## src/design/assert_macros.svh

```systemverilog
// Assertion macros shared by the scheduler RTL.
`ifndef ASSERT_MACROS_SVH
`define ASSERT_MACROS_SVH

// Same-cycle implication, checked outside reset.
`define PRRS_ASSERT_IMPL(lbl, ante, cons) \
    lbl: assert property (@(posedge i_clk) disable iff (!i_rst_n) (ante) |-> (cons)) \
        else $error("scheduler assertion failed");

// Next-cycle implication, checked outside reset.
`define PRRS_ASSERT_NEXT(lbl, ante, cons) \
    lbl: assert property (@(posedge i_clk) disable iff (!i_rst_n) (ante) |=> (cons)) \
        else $error("scheduler assertion failed");

`endif

```

## src/design/prrs_pkg.sv

```systemverilog
// Types and codes shared by the scheduler modules.
package prrs_pkg;

    typedef enum logic [2:0] {
        ACT_CREATE   = 3'd0,
        ACT_DELETE   = 3'd1,
        ACT_BLOCK    = 3'd2,
        ACT_UNBLOCK  = 3'd3,
        ACT_SCHEDULE = 3'd4
    } t_action;

    typedef struct packed {
        logic [2:0] action;
        logic [3:0] task_id;
        logic [4:0] task_priority;
    } t_cmd_item;

    typedef struct packed {
        logic [3:0] running_task;
        logic [3:0] previous_task;
        logic       switched;
        logic       to_idle;
        logic       status;
    } t_res_item;

    typedef enum logic [4:0] {
        ST_IDLE, ST_DECODE, ST_FAIL,
        ST_CR1, ST_CR2,
        ST_UB1, ST_UB2, ST_UB3,
        ST_INS0, ST_INS1, ST_INS2, ST_INS3,
        ST_RM0, ST_RM1, ST_RM2,
        ST_SC0, ST_SC1, ST_SRCH, ST_SC2, ST_SC3,
        ST_CM0, ST_CM1,
        ST_LOAD
    } t_state;

    typedef enum logic [4:0] {
        OP_IDLE, OP_DECODE, OP_FAIL,
        OP_CR1, OP_CR2,
        OP_UB1, OP_UB2, OP_UB3,
        OP_INS0, OP_INS1, OP_INS2, OP_INS3,
        OP_RM0, OP_RM1, OP_RM2,
        OP_SC0, OP_SC1, OP_SRCH, OP_SC2, OP_SC3,
        OP_CM0, OP_CM1,
        OP_LOAD
    } t_op;

    typedef struct packed {
        t_op op;
    } t_ctl;

    typedef struct packed {
        t_action act;
        logic    bad_create;
        logic    bad_delete;
        logic    bad_block;
        logic    bad_unblock;
        logic    id_ready;
        logic    cur_is_id;
        logic    cur_valid;
        logic    resel;
        logic    lv_nonempty;
        logic    succ_ok;
        logic    found;
        logic    out_free;
    } t_sts;

endpackage

```

## src/design/prrs_chan_if.sv

```systemverilog
// Valid/ready channel carrying one item of a given payload type.
interface prrs_chan_if #(parameter type t_payload = logic);
    logic     valid;
    logic     ready;
    t_payload data;

    modport source (output valid, output data, input ready);
    modport sink (input valid, input data, output ready);
endinterface

```

## src/design/prrs_ctrl.sv

```systemverilog
// Sequencer that steps the datapath through each scheduler action.
module prrs_ctrl (
    input  logic            i_clk,
    input  logic            i_rst_n,
    input  logic            i_in_valid,
    input  prrs_pkg::t_sts  i_sts,
    output logic            o_in_ready,
    output prrs_pkg::t_ctl  o_ctl
);

    prrs_pkg::t_state r_state;
    prrs_pkg::t_state n_state;

    // Hold the state
    always_ff @(posedge i_clk) begin
        if (!i_rst_n) begin
            r_state <= prrs_pkg::ST_IDLE;
        end else begin
            r_state <= n_state;
        end
    end

    // Pick the next step and the datapath op
    always_comb begin
        n_state    = r_state;
        o_in_ready = 1'b0;
        o_ctl.op   = prrs_pkg::OP_IDLE;
        unique case (r_state)
            prrs_pkg::ST_IDLE: begin
                o_in_ready = 1'b1;
                o_ctl.op   = prrs_pkg::OP_IDLE;
                if (i_in_valid) n_state = prrs_pkg::ST_DECODE;
            end
            prrs_pkg::ST_DECODE: begin
                o_ctl.op = prrs_pkg::OP_DECODE;
                case (i_sts.act)
                    prrs_pkg::ACT_CREATE:
                        n_state = i_sts.bad_create ? prrs_pkg::ST_FAIL : prrs_pkg::ST_CR1;
                    prrs_pkg::ACT_DELETE: begin
                        if (i_sts.bad_delete)     n_state = prrs_pkg::ST_FAIL;
                        else if (i_sts.id_ready)  n_state = prrs_pkg::ST_RM0;
                        else if (i_sts.cur_is_id) n_state = prrs_pkg::ST_SC0;
                        else                      n_state = prrs_pkg::ST_LOAD;
                    end
                    prrs_pkg::ACT_BLOCK:
                        n_state = i_sts.bad_block ? prrs_pkg::ST_FAIL : prrs_pkg::ST_RM0;
                    prrs_pkg::ACT_UNBLOCK:
                        n_state = i_sts.bad_unblock ? prrs_pkg::ST_FAIL : prrs_pkg::ST_UB1;
                    prrs_pkg::ACT_SCHEDULE:
                        n_state = prrs_pkg::ST_SC0;
                    default:
                        n_state = prrs_pkg::ST_FAIL;
                endcase
            end
            prrs_pkg::ST_FAIL: begin
                o_ctl.op = prrs_pkg::OP_FAIL;
                n_state  = prrs_pkg::ST_LOAD;
            end
            prrs_pkg::ST_CR1: begin
                o_ctl.op = prrs_pkg::OP_CR1;
                n_state  = prrs_pkg::ST_CR2;
            end
            prrs_pkg::ST_CR2: begin
                o_ctl.op = prrs_pkg::OP_CR2;
                n_state  = prrs_pkg::ST_INS0;
            end
            prrs_pkg::ST_UB1: begin
                o_ctl.op = prrs_pkg::OP_UB1;
                n_state  = prrs_pkg::ST_UB2;
            end
            prrs_pkg::ST_UB2: begin
                o_ctl.op = prrs_pkg::OP_UB2;
                n_state  = prrs_pkg::ST_UB3;
            end
            prrs_pkg::ST_UB3: begin
                o_ctl.op = prrs_pkg::OP_UB3;
                n_state  = prrs_pkg::ST_INS0;
            end
            prrs_pkg::ST_INS0: begin
                o_ctl.op = prrs_pkg::OP_INS0;
                n_state  = i_sts.lv_nonempty ? prrs_pkg::ST_INS1 : prrs_pkg::ST_LOAD;
            end
            prrs_pkg::ST_INS1: begin
                o_ctl.op = prrs_pkg::OP_INS1;
                n_state  = prrs_pkg::ST_INS2;
            end
            prrs_pkg::ST_INS2: begin
                o_ctl.op = prrs_pkg::OP_INS2;
                n_state  = prrs_pkg::ST_INS3;
            end
            prrs_pkg::ST_INS3: begin
                o_ctl.op = prrs_pkg::OP_INS3;
                n_state  = prrs_pkg::ST_LOAD;
            end
            prrs_pkg::ST_RM0: begin
                o_ctl.op = prrs_pkg::OP_RM0;
                n_state  = prrs_pkg::ST_RM1;
            end
            prrs_pkg::ST_RM1: begin
                o_ctl.op = prrs_pkg::OP_RM1;
                n_state  = prrs_pkg::ST_RM2;
            end
            prrs_pkg::ST_RM2: begin
                o_ctl.op = prrs_pkg::OP_RM2;
                if (i_sts.act == prrs_pkg::ACT_BLOCK || i_sts.cur_is_id)
                    n_state = prrs_pkg::ST_SC0;
                else
                    n_state = prrs_pkg::ST_LOAD;
            end
            prrs_pkg::ST_SC0: begin
                o_ctl.op = prrs_pkg::OP_SC0;
                n_state  = (!i_sts.resel && i_sts.cur_valid) ? prrs_pkg::ST_SC1
                                                              : prrs_pkg::ST_SRCH;
            end
            prrs_pkg::ST_SC1: begin
                o_ctl.op = prrs_pkg::OP_SC1;
                n_state  = i_sts.succ_ok ? prrs_pkg::ST_CM0 : prrs_pkg::ST_SRCH;
            end
            prrs_pkg::ST_SRCH: begin
                o_ctl.op = prrs_pkg::OP_SRCH;
                n_state  = i_sts.found ? prrs_pkg::ST_SC2 : prrs_pkg::ST_LOAD;
            end
            prrs_pkg::ST_SC2: begin
                o_ctl.op = prrs_pkg::OP_SC2;
                n_state  = prrs_pkg::ST_SC3;
            end
            prrs_pkg::ST_SC3: begin
                o_ctl.op = prrs_pkg::OP_SC3;
                n_state  = prrs_pkg::ST_CM0;
            end
            prrs_pkg::ST_CM0: begin
                o_ctl.op = prrs_pkg::OP_CM0;
                n_state  = prrs_pkg::ST_CM1;
            end
            prrs_pkg::ST_CM1: begin
                o_ctl.op = prrs_pkg::OP_CM1;
                n_state  = prrs_pkg::ST_LOAD;
            end
            prrs_pkg::ST_LOAD: begin
                o_ctl.op = prrs_pkg::OP_LOAD;
                if (i_sts.out_free) n_state = prrs_pkg::ST_IDLE;
            end
            default: n_state = prrs_pkg::ST_IDLE;
        endcase
    end

endmodule

```

## src/design/prrs_datapath.sv

```systemverilog
// Link memories, ready flags and the current-task registers of the scheduler.
module prrs_datapath #(
    parameter int MAX_TASKS  = 16,
    parameter int NUM_LEVELS = 32
) (
    input  logic                i_clk,
    input  logic                i_rst_n,
    input  prrs_pkg::t_ctl      i_ctl,
    input  logic                i_in_fire,
    input  prrs_pkg::t_cmd_item i_in_item,
    input  logic                i_out_ready,
    output logic                o_out_valid,
    output prrs_pkg::t_res_item o_out_item,
    output prrs_pkg::t_sts      o_sts
);

    localparam int TW = $clog2(MAX_TASKS);
    localparam int LW = $clog2(NUM_LEVELS);

    // Link and level memories
    logic [TW-1:0] mem_succ [MAX_TASKS];
    logic [TW-1:0] mem_pred [MAX_TASKS];
    logic [LW-1:0] mem_prio [MAX_TASKS];
    logic [TW-1:0] mem_last [NUM_LEVELS];

    logic [TW-1:0] r_succ_q, r_pred_q, r_last_q;
    logic [LW-1:0] r_prio_q;

    // Flags and control registers
    logic [MAX_TASKS-1:0]  r_used, r_ready;
    logic [NUM_LEVELS-1:0] r_nonempty;
    logic                  r_cur_valid, r_resel, r_out_valid;

    // Item registers
    prrs_pkg::t_action     r_act;
    logic [3:0]            r_id_raw;
    logic [4:0]            r_pr_raw;
    logic [TW-1:0]         r_cur, r_prev, r_t, r_a, r_h, r_pv, r_n;
    logic [LW-1:0]         r_lv;
    logic                  r_prev_valid, r_sw, r_idle, r_status;
    prrs_pkg::t_res_item   r_out;

    logic          id_ok, pr_ok, found, sw_now, out_free;
    logic [TW-1:0] id_idx;
    logic [LW-1:0] pr_idx, enc;

    logic [TW-1:0] succ_ra, pred_ra, succ_wa, succ_wd, pred_wa, pred_wd;
    logic [TW-1:0] prio_ra, last_wd;
    logic [LW-1:0] last_ra, last_wa;
    logic          succ_we, pred_we, prio_we, last_we;

    assign id_ok    = 32'(r_id_raw) < MAX_TASKS;
    assign pr_ok    = 32'(r_pr_raw) < NUM_LEVELS;
    assign id_idx   = TW'(r_id_raw);
    assign pr_idx   = LW'(r_pr_raw);
    assign out_free = !r_out_valid || i_out_ready;
    assign sw_now   = !r_prev_valid || (r_n != r_prev);

    // Find the highest non-empty level
    always_comb begin
        enc   = '0;
        found = 1'b0;
        for (int i = 0; i < NUM_LEVELS; i++) begin
            if (r_nonempty[i]) begin
                enc   = LW'(i);
                found = 1'b1;
            end
        end
    end

    // Drive status toward the sequencer
    always_comb begin
        o_sts.act         = r_act;
        o_sts.bad_create  = !id_ok || !pr_ok || r_used[id_idx];
        o_sts.bad_delete  = !id_ok || !r_used[id_idx];
        o_sts.bad_unblock = !id_ok || !r_used[id_idx] || r_ready[id_idx];
        o_sts.bad_block   = !r_cur_valid || !r_ready[r_cur];
        o_sts.id_ready    = r_ready[id_idx];
        o_sts.cur_is_id   = r_cur_valid && (r_cur == id_idx) && id_ok;
        o_sts.cur_valid   = r_cur_valid;
        o_sts.resel       = r_resel;
        o_sts.lv_nonempty = r_nonempty[r_lv];
        o_sts.succ_ok     = r_used[r_succ_q] && r_ready[r_succ_q];
        o_sts.found       = found;
        o_sts.out_free    = out_free;
    end

    // Select memory addresses and writes for this step
    always_comb begin
        succ_ra = r_t;
        pred_ra = r_t;
        prio_ra = r_t;
        last_ra = r_lv;
        succ_we = 1'b0; succ_wa = r_t; succ_wd = r_t;
        pred_we = 1'b0; pred_wa = r_t; pred_wd = r_t;
        prio_we = 1'b0;
        last_we = 1'b0; last_wa = r_lv; last_wd = r_t;
        case (i_ctl.op)
            prrs_pkg::OP_CR1: begin
                prio_ra = r_cur;
                prio_we = 1'b1;
            end
            prrs_pkg::OP_UB1: prio_ra = id_idx;
            prrs_pkg::OP_UB2: prio_ra = r_cur;
            prrs_pkg::OP_INS0: begin
                if (!r_nonempty[r_lv]) begin
                    succ_we = 1'b1;
                    pred_we = 1'b1;
                    last_we = 1'b1;
                end
            end
            prrs_pkg::OP_INS1: pred_ra = r_last_q;
            prrs_pkg::OP_INS2: begin
                succ_we = 1'b1; succ_wd = r_h;
                pred_we = 1'b1; pred_wd = r_pred_q;
            end
            prrs_pkg::OP_INS3: begin
                succ_we = 1'b1; succ_wa = r_pv;
                pred_we = 1'b1; pred_wa = r_h;
            end
            prrs_pkg::OP_RM1: begin
                succ_we = 1'b1; succ_wa = r_pred_q; succ_wd = r_succ_q;
                pred_we = 1'b1; pred_wa = r_succ_q; pred_wd = r_pred_q;
                last_ra = r_prio_q;
            end
            prrs_pkg::OP_RM2: begin
                if (r_a != r_t && r_last_q == r_t) begin
                    last_we = 1'b1;
                    last_wd = r_a;
                end
            end
            prrs_pkg::OP_SC0:  succ_ra = r_cur;
            prrs_pkg::OP_SRCH: last_ra = enc;
            prrs_pkg::OP_SC2:  succ_ra = r_last_q;
            prrs_pkg::OP_CM0:  prio_ra = r_n;
            prrs_pkg::OP_CM1: begin
                last_we = 1'b1;
                last_wa = r_prio_q;
                last_wd = r_n;
            end
            default: ;
        endcase
    end

    // Write and read the memories
    always_ff @(posedge i_clk) begin
        if (succ_we) mem_succ[succ_wa] <= succ_wd;
        if (pred_we) mem_pred[pred_wa] <= pred_wd;
        if (prio_we) mem_prio[id_idx]  <= pr_idx;
        if (last_we) mem_last[last_wa] <= last_wd;
        r_succ_q <= mem_succ[succ_ra];
        r_pred_q <= mem_pred[pred_ra];
        r_prio_q <= mem_prio[prio_ra];
        r_last_q <= mem_last[last_ra];
    end

    // Update flags and control state
    always_ff @(posedge i_clk) begin
        if (!i_rst_n) begin
            r_used      <= '0;
            r_ready     <= '0;
            r_nonempty  <= '0;
            r_cur_valid <= 1'b0;
            r_resel     <= 1'b0;
            r_out_valid <= 1'b0;
        end else begin
            // Drop the sent result unless a new one loads this cycle
            if (r_out_valid && i_out_ready && i_ctl.op != prrs_pkg::OP_LOAD)
                r_out_valid <= 1'b0;
            case (i_ctl.op)
                prrs_pkg::OP_DECODE: begin
                    if (r_act == prrs_pkg::ACT_DELETE && !o_sts.bad_delete)
                        r_used[id_idx] <= 1'b0;
                end
                prrs_pkg::OP_CR1: begin
                    r_used[id_idx] <= 1'b1;
                    if (!r_cur_valid) r_cur_valid <= 1'b1;
                end
                prrs_pkg::OP_CR2: begin
                    if (r_prev_valid && (r_lv > r_prio_q)) r_resel <= 1'b1;
                end
                prrs_pkg::OP_UB3: begin
                    if (!r_cur_valid || (r_lv > r_prio_q)) r_resel <= 1'b1;
                end
                prrs_pkg::OP_INS0: begin
                    if (!r_nonempty[r_lv]) begin
                        r_nonempty[r_lv] <= 1'b1;
                        r_ready[r_t]     <= 1'b1;
                    end
                end
                prrs_pkg::OP_INS3: r_ready[r_t] <= 1'b1;
                prrs_pkg::OP_RM1:  r_ready[r_t] <= 1'b0;
                prrs_pkg::OP_RM2: begin
                    if (r_a == r_t) begin
                        r_nonempty[r_lv] <= 1'b0;
                        r_resel          <= 1'b1;
                    end
                end
                prrs_pkg::OP_SRCH: begin
                    r_resel <= 1'b0;
                    if (!found) r_cur_valid <= 1'b0;
                end
                prrs_pkg::OP_CM0: r_cur_valid <= 1'b1;
                prrs_pkg::OP_LOAD: begin
                    if (out_free) r_out_valid <= 1'b1;
                end
                default: ;
            endcase
        end
    end

    // Update item registers
    always_ff @(posedge i_clk) begin
        if (i_in_fire) begin
            r_act        <= prrs_pkg::t_action'(i_in_item.action);
            r_id_raw     <= i_in_item.task_id;
            r_pr_raw     <= i_in_item.task_priority;
            r_prev       <= r_cur;
            r_prev_valid <= r_cur_valid;
            r_sw         <= 1'b0;
            r_idle       <= 1'b0;
            r_status     <= 1'b0;
        end
        case (i_ctl.op)
            prrs_pkg::OP_DECODE: begin
                r_t  <= (r_act == prrs_pkg::ACT_BLOCK) ? r_cur : id_idx;
                r_lv <= pr_idx;
            end
            prrs_pkg::OP_FAIL: r_status <= 1'b1;
            prrs_pkg::OP_CR1:  if (!r_cur_valid) r_cur <= id_idx;
            prrs_pkg::OP_UB2:  r_lv <= r_prio_q;
            prrs_pkg::OP_INS1: r_h  <= r_last_q;
            prrs_pkg::OP_INS2: r_pv <= r_pred_q;
            prrs_pkg::OP_RM1: begin
                r_lv <= r_prio_q;
                r_a  <= r_pred_q;
            end
            prrs_pkg::OP_SC1:  r_n <= r_succ_q;
            prrs_pkg::OP_SRCH: if (!found) r_status <= 1'b1;
            prrs_pkg::OP_SC3:  r_n <= r_succ_q;
            prrs_pkg::OP_CM0:  r_cur <= r_n;
            prrs_pkg::OP_CM1: begin
                r_sw   <= sw_now;
                r_idle <= sw_now && (r_prio_q == '0);
            end
            prrs_pkg::OP_LOAD: begin
                if (out_free) begin
                    r_out.running_task  <= r_cur_valid ? 4'(r_cur) : 4'd0;
                    r_out.previous_task <= r_prev_valid ? 4'(r_prev) : 4'd0;
                    r_out.switched      <= r_sw;
                    r_out.to_idle       <= r_idle;
                    r_out.status        <= r_status;
                end
            end
            default: ;
        endcase
    end

    assign o_out_valid = r_out_valid;
    assign o_out_item  = r_out;

endmodule

```

## src/design/priority_round_robin_scheduler.sv

```systemverilog
// Priority round-robin ready-queue scheduler, top level.
//
// Usage: actions arrive on i_cmd (create, delete, block current, unblock,
// schedule tick) with task_id and task_priority; each action yields exactly
// one result item on o_res with the running task, the previous task, the
// switched and to_idle flags and a reject status.
// Sequence: each action ends in LOAD, which loads its result. From DECODE
// a rejected action passes FAIL; a create CR1 and CR2 and an unblock UB1
// to UB3, both then linking the task in INS0 (INS1 to INS3 when the level
// holds tasks); a block or a delete of a ready task unlinks it in RM0 to
// RM2; a schedule runs SC0 to CM1 with the level search, one read per step.
// Throughput: one action at a time; i_cmd.ready rises again as soon as the
// result sits in the output register, so the next action is taken while a
// result still waits.
// Reset: all tasks are unused, no level holds a task and there is no
// current task. Link and level memories need no clearing pass.
// Stall: when o_res is held off, the finished result stays in the output
// register and a following result waits in the sequencer until it frees.
module priority_round_robin_scheduler #(
    parameter int MAX_TASKS  = 16,
    parameter int NUM_LEVELS = 32
) (
    input  logic        i_clk,
    input  logic        i_rst_n,
    prrs_chan_if.sink   i_cmd,
    prrs_chan_if.source o_res
);

`include "assert_macros.svh"

    prrs_pkg::t_ctl      ctl;
    prrs_pkg::t_sts      sts;
    prrs_pkg::t_res_item res_item;
    logic                in_ready, in_fire, out_valid;

    assign i_cmd.ready = in_ready;
    assign in_fire     = i_cmd.valid && in_ready;
    assign o_res.valid = out_valid;
    assign o_res.data  = res_item;

    // Sequencer
    prrs_ctrl u_ctrl (
        .i_clk      (i_clk),
        .i_rst_n    (i_rst_n),
        .i_in_valid (i_cmd.valid),
        .i_sts      (sts),
        .o_in_ready (in_ready),
        .o_ctl      (ctl)
    );

    // Storage and task registers
    prrs_datapath #(
        .MAX_TASKS  (MAX_TASKS),
        .NUM_LEVELS (NUM_LEVELS)
    ) u_datapath (
        .i_clk       (i_clk),
        .i_rst_n     (i_rst_n),
        .i_ctl       (ctl),
        .i_in_fire   (in_fire),
        .i_in_item   (i_cmd.data),
        .i_out_ready (o_res.ready),
        .o_out_valid (out_valid),
        .o_out_item  (res_item),
        .o_sts       (sts)
    );

    // Check sequencing and result consistency
    `PRRS_ASSERT_NEXT(a_busy_after_accept, in_fire, !in_ready)
    `PRRS_ASSERT_IMPL(a_idle_needs_switch, out_valid && !res_item.switched, !res_item.to_idle)
    `PRRS_ASSERT_IMPL(a_reject_no_switch, out_valid && res_item.status, !res_item.switched)

endmodule

```

## src/flat_wrapper.sv

```systemverilog
// flat-port wrapper written by rule: the top's interface ports become plain ports
module priority_round_robin_scheduler_flat 
#(
    parameter int MAX_TASKS  = 16,
    parameter int NUM_LEVELS = 32
)
  (i_clk, i_rst_n, i_cmd_valid, i_cmd_data, i_cmd_ready, o_res_valid, o_res_data, o_res_ready);
  prrs_chan_if #(.t_payload(prrs_pkg::t_cmd_item)) i_cmd_i ();
  prrs_chan_if #(.t_payload(prrs_pkg::t_res_item)) o_res_i ();
  input  logic i_clk;
  input  logic i_rst_n;
  input wire logic [$bits(i_cmd_i.valid)-1:0] i_cmd_valid;
  input wire logic [$bits(i_cmd_i.data)-1:0] i_cmd_data;
  output wire logic [$bits(i_cmd_i.ready)-1:0] i_cmd_ready;
  output wire logic [$bits(o_res_i.valid)-1:0] o_res_valid;
  output wire logic [$bits(o_res_i.data)-1:0] o_res_data;
  input wire logic [$bits(o_res_i.ready)-1:0] o_res_ready;
  assign i_cmd_i.valid = i_cmd_valid;
  assign i_cmd_i.data = i_cmd_data;
  assign i_cmd_ready = i_cmd_i.ready;
  assign o_res_valid = o_res_i.valid;
  assign o_res_data = o_res_i.data;
  assign o_res_i.ready = o_res_ready;
  priority_round_robin_scheduler #(.MAX_TASKS(MAX_TASKS), .NUM_LEVELS(NUM_LEVELS)) u_core (.i_clk(i_clk), .i_rst_n(i_rst_n), .i_cmd(i_cmd_i), .o_res(o_res_i));
endmodule
```

## config.mk

```make
export PLATFORM = sky130hd
export DESIGN_NAME = priority_round_robin_scheduler_flat
export DESIGN_NICKNAME = d
export VERILOG_FILES = /design/src/design/prrs_pkg.sv /design/src/design/prrs_chan_if.sv /design/src/design/prrs_ctrl.sv /design/src/design/prrs_datapath.sv /design/src/design/priority_round_robin_scheduler.sv /design/src/flat_wrapper.sv
export VERILOG_INCLUDE_DIRS = /design/src /design/src/design
export SDC_FILE = /design/constraint.sdc
export NUM_CORES = 1
export LEC_CHECK = 0
export BUFFER_PORTS_ARGS = -buffer_cell sky130_fd_sc_hd__buf_2
export CAP_MARGIN = 20
export CELL_PAD_IN_SITES_DETAIL_PLACEMENT = 1
export CELL_PAD_IN_SITES_GLOBAL_PLACEMENT = 1
export CORE_ASPECT_RATIO = 1.2
export CORE_MARGIN = 2
export CORE_UTILIZATION = 50
export CTS_BUF_LIST = sky130_fd_sc_hd__clkbuf_4 sky130_fd_sc_hd__clkbuf_8 sky130_fd_sc_hd__clkbuf_16
export DETAILED_ROUTE_END_ITERATION = 6
export PLACE_DENSITY_LB_ADDON = 0.15
export SYNTH_ARGS = -nofsm -noshare
export SYNTH_HDL_FRONTEND = slang
export SYNTH_SLANG_ARGS = --single-unit
```

## constraint.sdc

```tcl
create_clock -name i_clk -period 3.8 [get_ports i_clk]
set_input_delay 1.14 -clock i_clk [delete_from_list [all_inputs] [get_ports i_clk]]
set_output_delay 1.14 -clock i_clk [all_outputs]
set_load 0.03 [all_outputs]
```

After elaboration in Yosys (flattened, before gate mapping)
Memory sizes are Yosys's and may differ from the RTL's. A register that Yosys moved wholly into a read port is not among the register bits.
Index checks and enable logic that the tools add are counted.

storage, ports and cells
  flip-flop bits (word level) = 132
  output and inout port bits = 13
  bits in writable memories = 336
  memories = 4
  input port bits = 16
  word-level logic and storage cells = 309

memory list
  memory                      words  bits a word  rd ports  clocked after memory_dff  wr ports  line                 RTL
  u_core.u_datapath.mem_last  32     4            1         1                         1         prrs_datapath.sv:24  logic [TW-1:0] mem_last [NUM_LEVELS];
  u_core.u_datapath.mem_prio  16     5            1         1                         1         prrs_datapath.sv:23  logic [LW-1:0] mem_prio [MAX_TASKS];
  u_core.u_datapath.mem_pred  16     4            1         1                         1         prrs_datapath.sv:22  logic [TW-1:0] mem_pred [MAX_TASKS];
  u_core.u_datapath.mem_succ  16     4            1         1                         1         prrs_datapath.sv:21  logic [TW-1:0] mem_succ [MAX_TASKS];

cells by class
  order comparisons = 9
  muxes and demuxes = 146
  reduce and logical (&&, ||, !) cells = 52
  bitwise logic cells = 9
  eq/ne operators = 62

operator list
  operator                                                               number
  5-bit two-way mux                                                      34
  5-bit one-hot mux with 22 select lines                                 1
  5-bit one-hot mux with 20 select lines                                 1
  5-bit by 4-bit equality test with 1-bit output, second input constant  15
  5-bit equality test, second input constant                             14
  1-bit two-way mux                                                      66
  32-bit two-way mux                                                     2
  32-bit one-hot mux with 2 select lines                                 1
  16-bit one-hot mux with 3 select lines                                 1
  4-bit one-hot mux with 2 select lines                                  6
  5-bit by 3-bit equality test with 1-bit output, second input constant  8
  16-bit bitwise AND                                                     2
  32-bit bitwise AND                                                     1
  16-bit two-way mux                                                     2
  16-bit inverter                                                        2
  32-bit inverter                                                        1
  16-bit bitwise OR                                                      2
  32-bit bitwise OR                                                      1
  16-bit one-hot mux with 2 select lines                                 1
  5-bit one-hot mux with 5 select lines                                  1
  4-bit two-way mux                                                      6
  1-bit binary-select mux with 4-bit select                              5
  5-bit by 2-bit equality test with 1-bit output, second input constant  4
  4-bit by 5-bit < comparator with 1-bit output, second input constant   4
  other kinds (35)                                                       97

Depth between registers and ports, before layout
  depth after elaboration = 34
  gate-level depth with buffers = 12
  mapped depth without buffers = 10

Hierarchy
A second synthesis with hierarchy kept.

unflattened totals
  cells, all modules = 1756
  area, all modules = 22256.3 sq um

by module, submodules not included
  module                          instances  sequential area each (sq um)  cells an instance  area each (sq um)
  prrs_datapath                   1          13563.0                       1636               21446.8
  prrs_ctrl                       1          100.1                         119                803.3
  priority_round_robin_scheduler  1          0.0                           1                  6.3

Least setup slack after synthesis
OpenSTA, ideal clock, no wires.

  kind = register -> register
  from = register u_core.u_datapath.r_lv[1]
  to = memory u_core.u_datapath.mem_pred[13][0] in the netlist's numbering, enable pin
  path buffers = 3
  data arrival time = 2.632 ns
  library setup time = 0.367 ns
  clock period less this slack = 2.999 ns
  path slack = 0.801 ns
  cell stages (with the launch flop) = 11
  required time = 3.433 ns
  cell sequence = edfxtp_1 > clkbuf_1 > buf_2 > mux4_2 > a22oi_1 > nand4_1 > or3_1 > buf_4 > nand3b_1 > nand3_1 > nor3b_1

between the ends
  longest elaborated chain between the ends = 6

RTL lines
  what                                       line                  RTL
  from (decl)                                prrs_datapath.sv:39   logic [LW-1:0] r_lv;
  from (signal assigned)                     prrs_datapath.sv:227  r_lv <= pr_idx;
  from (signal assigned)                     prrs_datapath.sv:231  prrs_pkg::OP_UB2: r_lv <= r_prio_q;
  from (signal assigned)                     prrs_datapath.sv:235  r_lv <= r_prio_q;
  1-bit binary-select mux with 5-bit select  prrs_datapath.sv:106  if (!r_nonempty[r_lv]) begin
  1-bit two-way mux (not written as such)    prrs_datapath.sv:106
  1-bit two-way mux                          prrs_datapath.sv:106
  1-bit one-hot mux with 2 select lines      prrs_datapath.sv:98   case (i_ctl.op)
  1-bit two-way mux                          prrs_datapath.sv:148  if (pred_we) mem_pred[pred_wa] <= pred_wd;
  1-bit two-way mux (not written as such)    prrs_datapath.sv:148
  to (decl)                                  prrs_datapath.sv:22

No other way between the ends. The select of a mux whose other input is x is not followed.

Worst setup path after layout
  from = register u_core.u_datapath.r_lv[0]
  to = memory u_core.u_datapath.mem_last[1][0] in the netlist's numbering, enable pin

between the ends
  longest elaborated chain between the ends = 6
  elaborated cells on any way between the ends = 7
  those cells by class = 7 x mux

RTL lines
  what                                       line                  RTL
  1-bit binary-select mux with 5-bit select  prrs_datapath.sv:106
  1-bit two-way mux (not written as such)    prrs_datapath.sv:106
  1-bit two-way mux                          prrs_datapath.sv:106
  1-bit one-hot mux with 3 select lines      prrs_datapath.sv:98
  1-bit two-way mux                          prrs_datapath.sv:150  if (last_we) mem_last[last_wa] <= last_wd;
  1-bit two-way mux (not written as such)    prrs_datapath.sv:150
  to (decl)                                  prrs_datapath.sv:24

Parallel ways exist; a longest one is shown, timed or not. The select of a mux whose other input is x is not followed.

==> results.sh <==
export IMPL_status="completed"
export IMPL_layout_commonest_cell="edfxtp_1"
export IMPL_final_cell_mix="edfxtp_1 (395), mux2i_1 (191), nand2_1 (137)"
export IMPL_h_tree_depth=2
export IMPL_worstPathMaxFanout=8
export IMPL_critPathRequiredTime_ns=4.05
export IMPL_core_mm2=0.0430
export IMPL_antenna_found_initial=2
export IMPL_rows=83
export IMPL_dieArea_mm2=0.0455
export IMPL_relSlewSlack=0.404
export IMPL_portBuffers=28
export IMPL_via_count=14400
export IMPL_ctsResizeCount=0
export IMPL_grt_max_degree=65
export IMPL_initial_core_util=0.509
export IMPL_grt_pass1_wl_um=90400
export IMPL_clock_root_buffer="clkbuf_16"
export IMPL_yosysWarnings=0
export IMPL_crit_slowest_cell="mux4_2"
export IMPL_synth_edf_count=395
export IMPL_cts_sinks=485
export IMPL_final_hold_viol_count=0
export IMPL_setup_worst_path_end="u_core.u_datapath.mem_last[1][0]"
export IMPL_drcViolationCount=0
export IMPL_synth_seq_cells=485
export IMPL_grt_pass1_vias=15500
export IMPL_timing_rr_end="u_core.u_datapath.mem_last[1][0]"
export IMPL_synth_top_area_frac=0.542
export IMPL_cp_buffers_inverters=1
export IMPL_setup_tns_ns=0
export IMPL_fmaxAchievable_ghz=0.284
export IMPL_die_h_um=233
export IMPL_synth_area_mm2=0.0219
export IMPL_ys_types=73
export IMPL_fin_crit_sh=0.926
export IMPL_power_density_mw_per_mm2=662
export IMPL_endpoint_kind="flip-flop"
export IMPL_tritoncts="yes"
export IMPL_dpl_hpwl_um=40700
export IMPL_critPathLaunchType="flip-flop"
export IMPL_drive_above_1_share=0.154
export IMPL_slew_violations=0
export IMPL_yosys_area_top_type="edfxtp_1"
export IMPL_dr_pass1_iters=5
export IMPL_critPathKind="flip-flop to flip-flop"
export IMPL_via_per_inst=6.20
export IMPL_die_w_um=195
export IMPL_synth_area_top_cells="edfxtp_1 (54%), mux2i_1 (8.7%), dfxtp_1 (8.2%), mux4_2 (4.2%), nand2_1 (2.3%)"
export IMPL_wl_per_cell_um=25.4
export IMPL_nFillCells=4215
export IMPL_cts_buffers=49
export IMPL_cts_buffer_depth=3
export IMPL_hold_ws_ns=0.420
export IMPL_r2r_start="u_core.u_datapath.r_lv[0]"
export IMPL_tightest_slew_ns=0.894
export IMPL_ant_nets=0
export IMPL_crit_start="u_core.u_datapath.r_lv[0]"
export IMPL_fin_skew_ns=0.0173
export IMPL_min_delay_path_class="flip-flop to flip-flop"
export IMPL_fin_util=0.572
export IMPL_r2r_slack_ns=0.28
export IMPL_grt_setup_unrepaired="false"
export IMPL_finalNetCount=1746
export IMPL_synth_nets=1678
export IMPL_clk_latency_ns=0.60
export IMPL_worstRegToRegCells=9
export IMPL_p_leak_nw=8.76
export IMPL_yosysSeqAreaShare=0.624
export IMPL_finalSetupViolations=0
export IMPL_routed_wl_um=59000
export IMPL_clkTransAtPathRegs_ns=0.07
export IMPL_grt_usage=0.261
export IMPL_cpPeakStageDelay_ns=0.50
export IMPL_crit_arrival_ns=3.77
export IMPL_syn_area_per_cell_um2=13.2
export IMPL_postSynthCellCount=1657
export IMPL_area_growth_pct=12.3
export IMPL_cp_depth=9
export IMPL_cp_cell_sequence="buf_4, mux4_2, a22oi_1, nand4_1, or3_1, a21o_1, o22ai_1, nand2_1, nor2_1"
export IMPL_crit_family="simple AND/OR/NAND/NOR gates"
export IMPL_drt_initial_drc_count=933
export IMPL_ys_flop_type="edfxtp_1"
export IMPL_gr_total_overflow=0
export IMPL_period_needed_ns=3.52
export IMPL_ys_async_sr_fraction=0
export IMPL_vdd_drop_max_v=0.000420
export IMPL_pin_count=29
export IMPL_max_cap_viol_count=0
export IMPL_place_gp_congestion=0.902
-- what timing repair did --
action | 4_1_cts | 5_1_grt
setup endpoints to repair | 0 | 35
hold buffers | 0 | 0
buffers inserted | 0 | 4
-- area by class of cell --
| class | instances | area (um^2) | area share |
|---|---|---|---|
| timing repair buffer | 108 | 778 | 0.0317 |
| sequential | 485 | 13700 | 0.556 |
| clock buffer | 66 | 1410 | 0.0575 |
| multi-input combinational | 1063 | 7740 | 0.315 |
| inverter | 18 | 67.6 | 0.00275 |
| antenna | 1 | 2.50 | 0.000102 |
| tap | 552 | 691 | 0.0281 |
| clock inverter | 25 | 216 | 0.00881 |
-- how the worst min path moves through the flow --
| stage | from | end | slack, ns | cells past startpoint |
|---|---|---|---|---|
| 4_1_cts | u_core.u_datapath.r_sw | u_core.u_datapath.o_out_item[2] | 0.42 | 0 |
| 5_1_grt | u_core.u_datapath.r_sw | u_core.u_datapath.o_out_item[2] | 0.44 | 0 |
| 3_5_place_dp | u_core.u_datapath.r_sw | u_core.u_datapath.o_out_item[2] | 0.42 | 0 |
| 2_1_floorplan | u_core.u_datapath.r_idle | u_core.u_datapath.o_out_item[1] | 0.40 | 0 |
| 3_3_place_gp | u_core.u_datapath.r_idle | u_core.u_datapath.o_out_item[1] | 0.40 | 0 |
| 6_report | u_core.u_datapath.r_sw | u_core.u_datapath.o_out_item[2] | 0.42 | 0 |
-- cells by family after synthesis --
logic type	count (synthesis)	share of synthesized area
xor gates and xnor gates	20	0.00800
buffers and inverters	109	0.0227
DFF	485	0.624
adders and majority gates	5	0.00286
and+or+nand+nor	497	0.110
muxes	242	0.135
AOI/OAI and AO/OA	299	0.0973
-- through the flow --
step	cell area [um^2]	setup slack, ns	cells	total power, mW
after CTS	24500	0.0935	2313	16.3
after floorplan	21900	0.801	1657	9.80
after detailed placement	22900	0.116	2222	11.4
after global routing	24600	0.0200	2317	16.9
final	24600	0.282	2318	16.3
after global placement	22900	0.250	2222	11.3
-- metal layers --
| layer | part of all wire | GRT usage | routed length, um |
|---|---|---|---|
| met1 | 0.41 | 0.325 | 24200 |
| met2 | 0.51 | 0.463 | 29800 |
| met3 | 0.055 | 0.0448 | 3230 |
| met4 | 0.030 | 0.0899 | 1750 |
| met5 | 0.00022 | 0 | 13 |
-- cell usage after synthesis, types with 7 or more instances --
master	count
a21oi_1	62
a221o_1	25
a22oi_1	15
a311oi_1	8
a31oi_1	8
a32oi_1	11
and2_1	12
and3_1	20
buf_1	7
buf_2	22
buf_4	12
clkbuf_1	48
dfxtp_1	90
edfxtp_1	395
inv_1	16
mux2_2	9
mux2i_1	191
mux4_2	41
nand2_1	137
nand2b_1	22
nand3_1	64
nor2_1	124
nor2b_1	27
nor3_1	22
nor3b_1	13
nor4_1	13
o21a_1	31
o21ai_0	50
o221ai_1	18
or2_2	8
or3_1	7
xnor2_1	7
xor2_1	13
-- power by group --
group | total (mW) | internal (mW) | switching (mW)
Combinational | 4.39 | 1.65 | 2.74
Sequential | 7.00 | 6.40 | 0.592
Clock | 4.89 | 2.82 | 2.06
Total | 16.3 | 10.9 | 5.40
No activity file was read; power rests on OpenSTA's default activity.
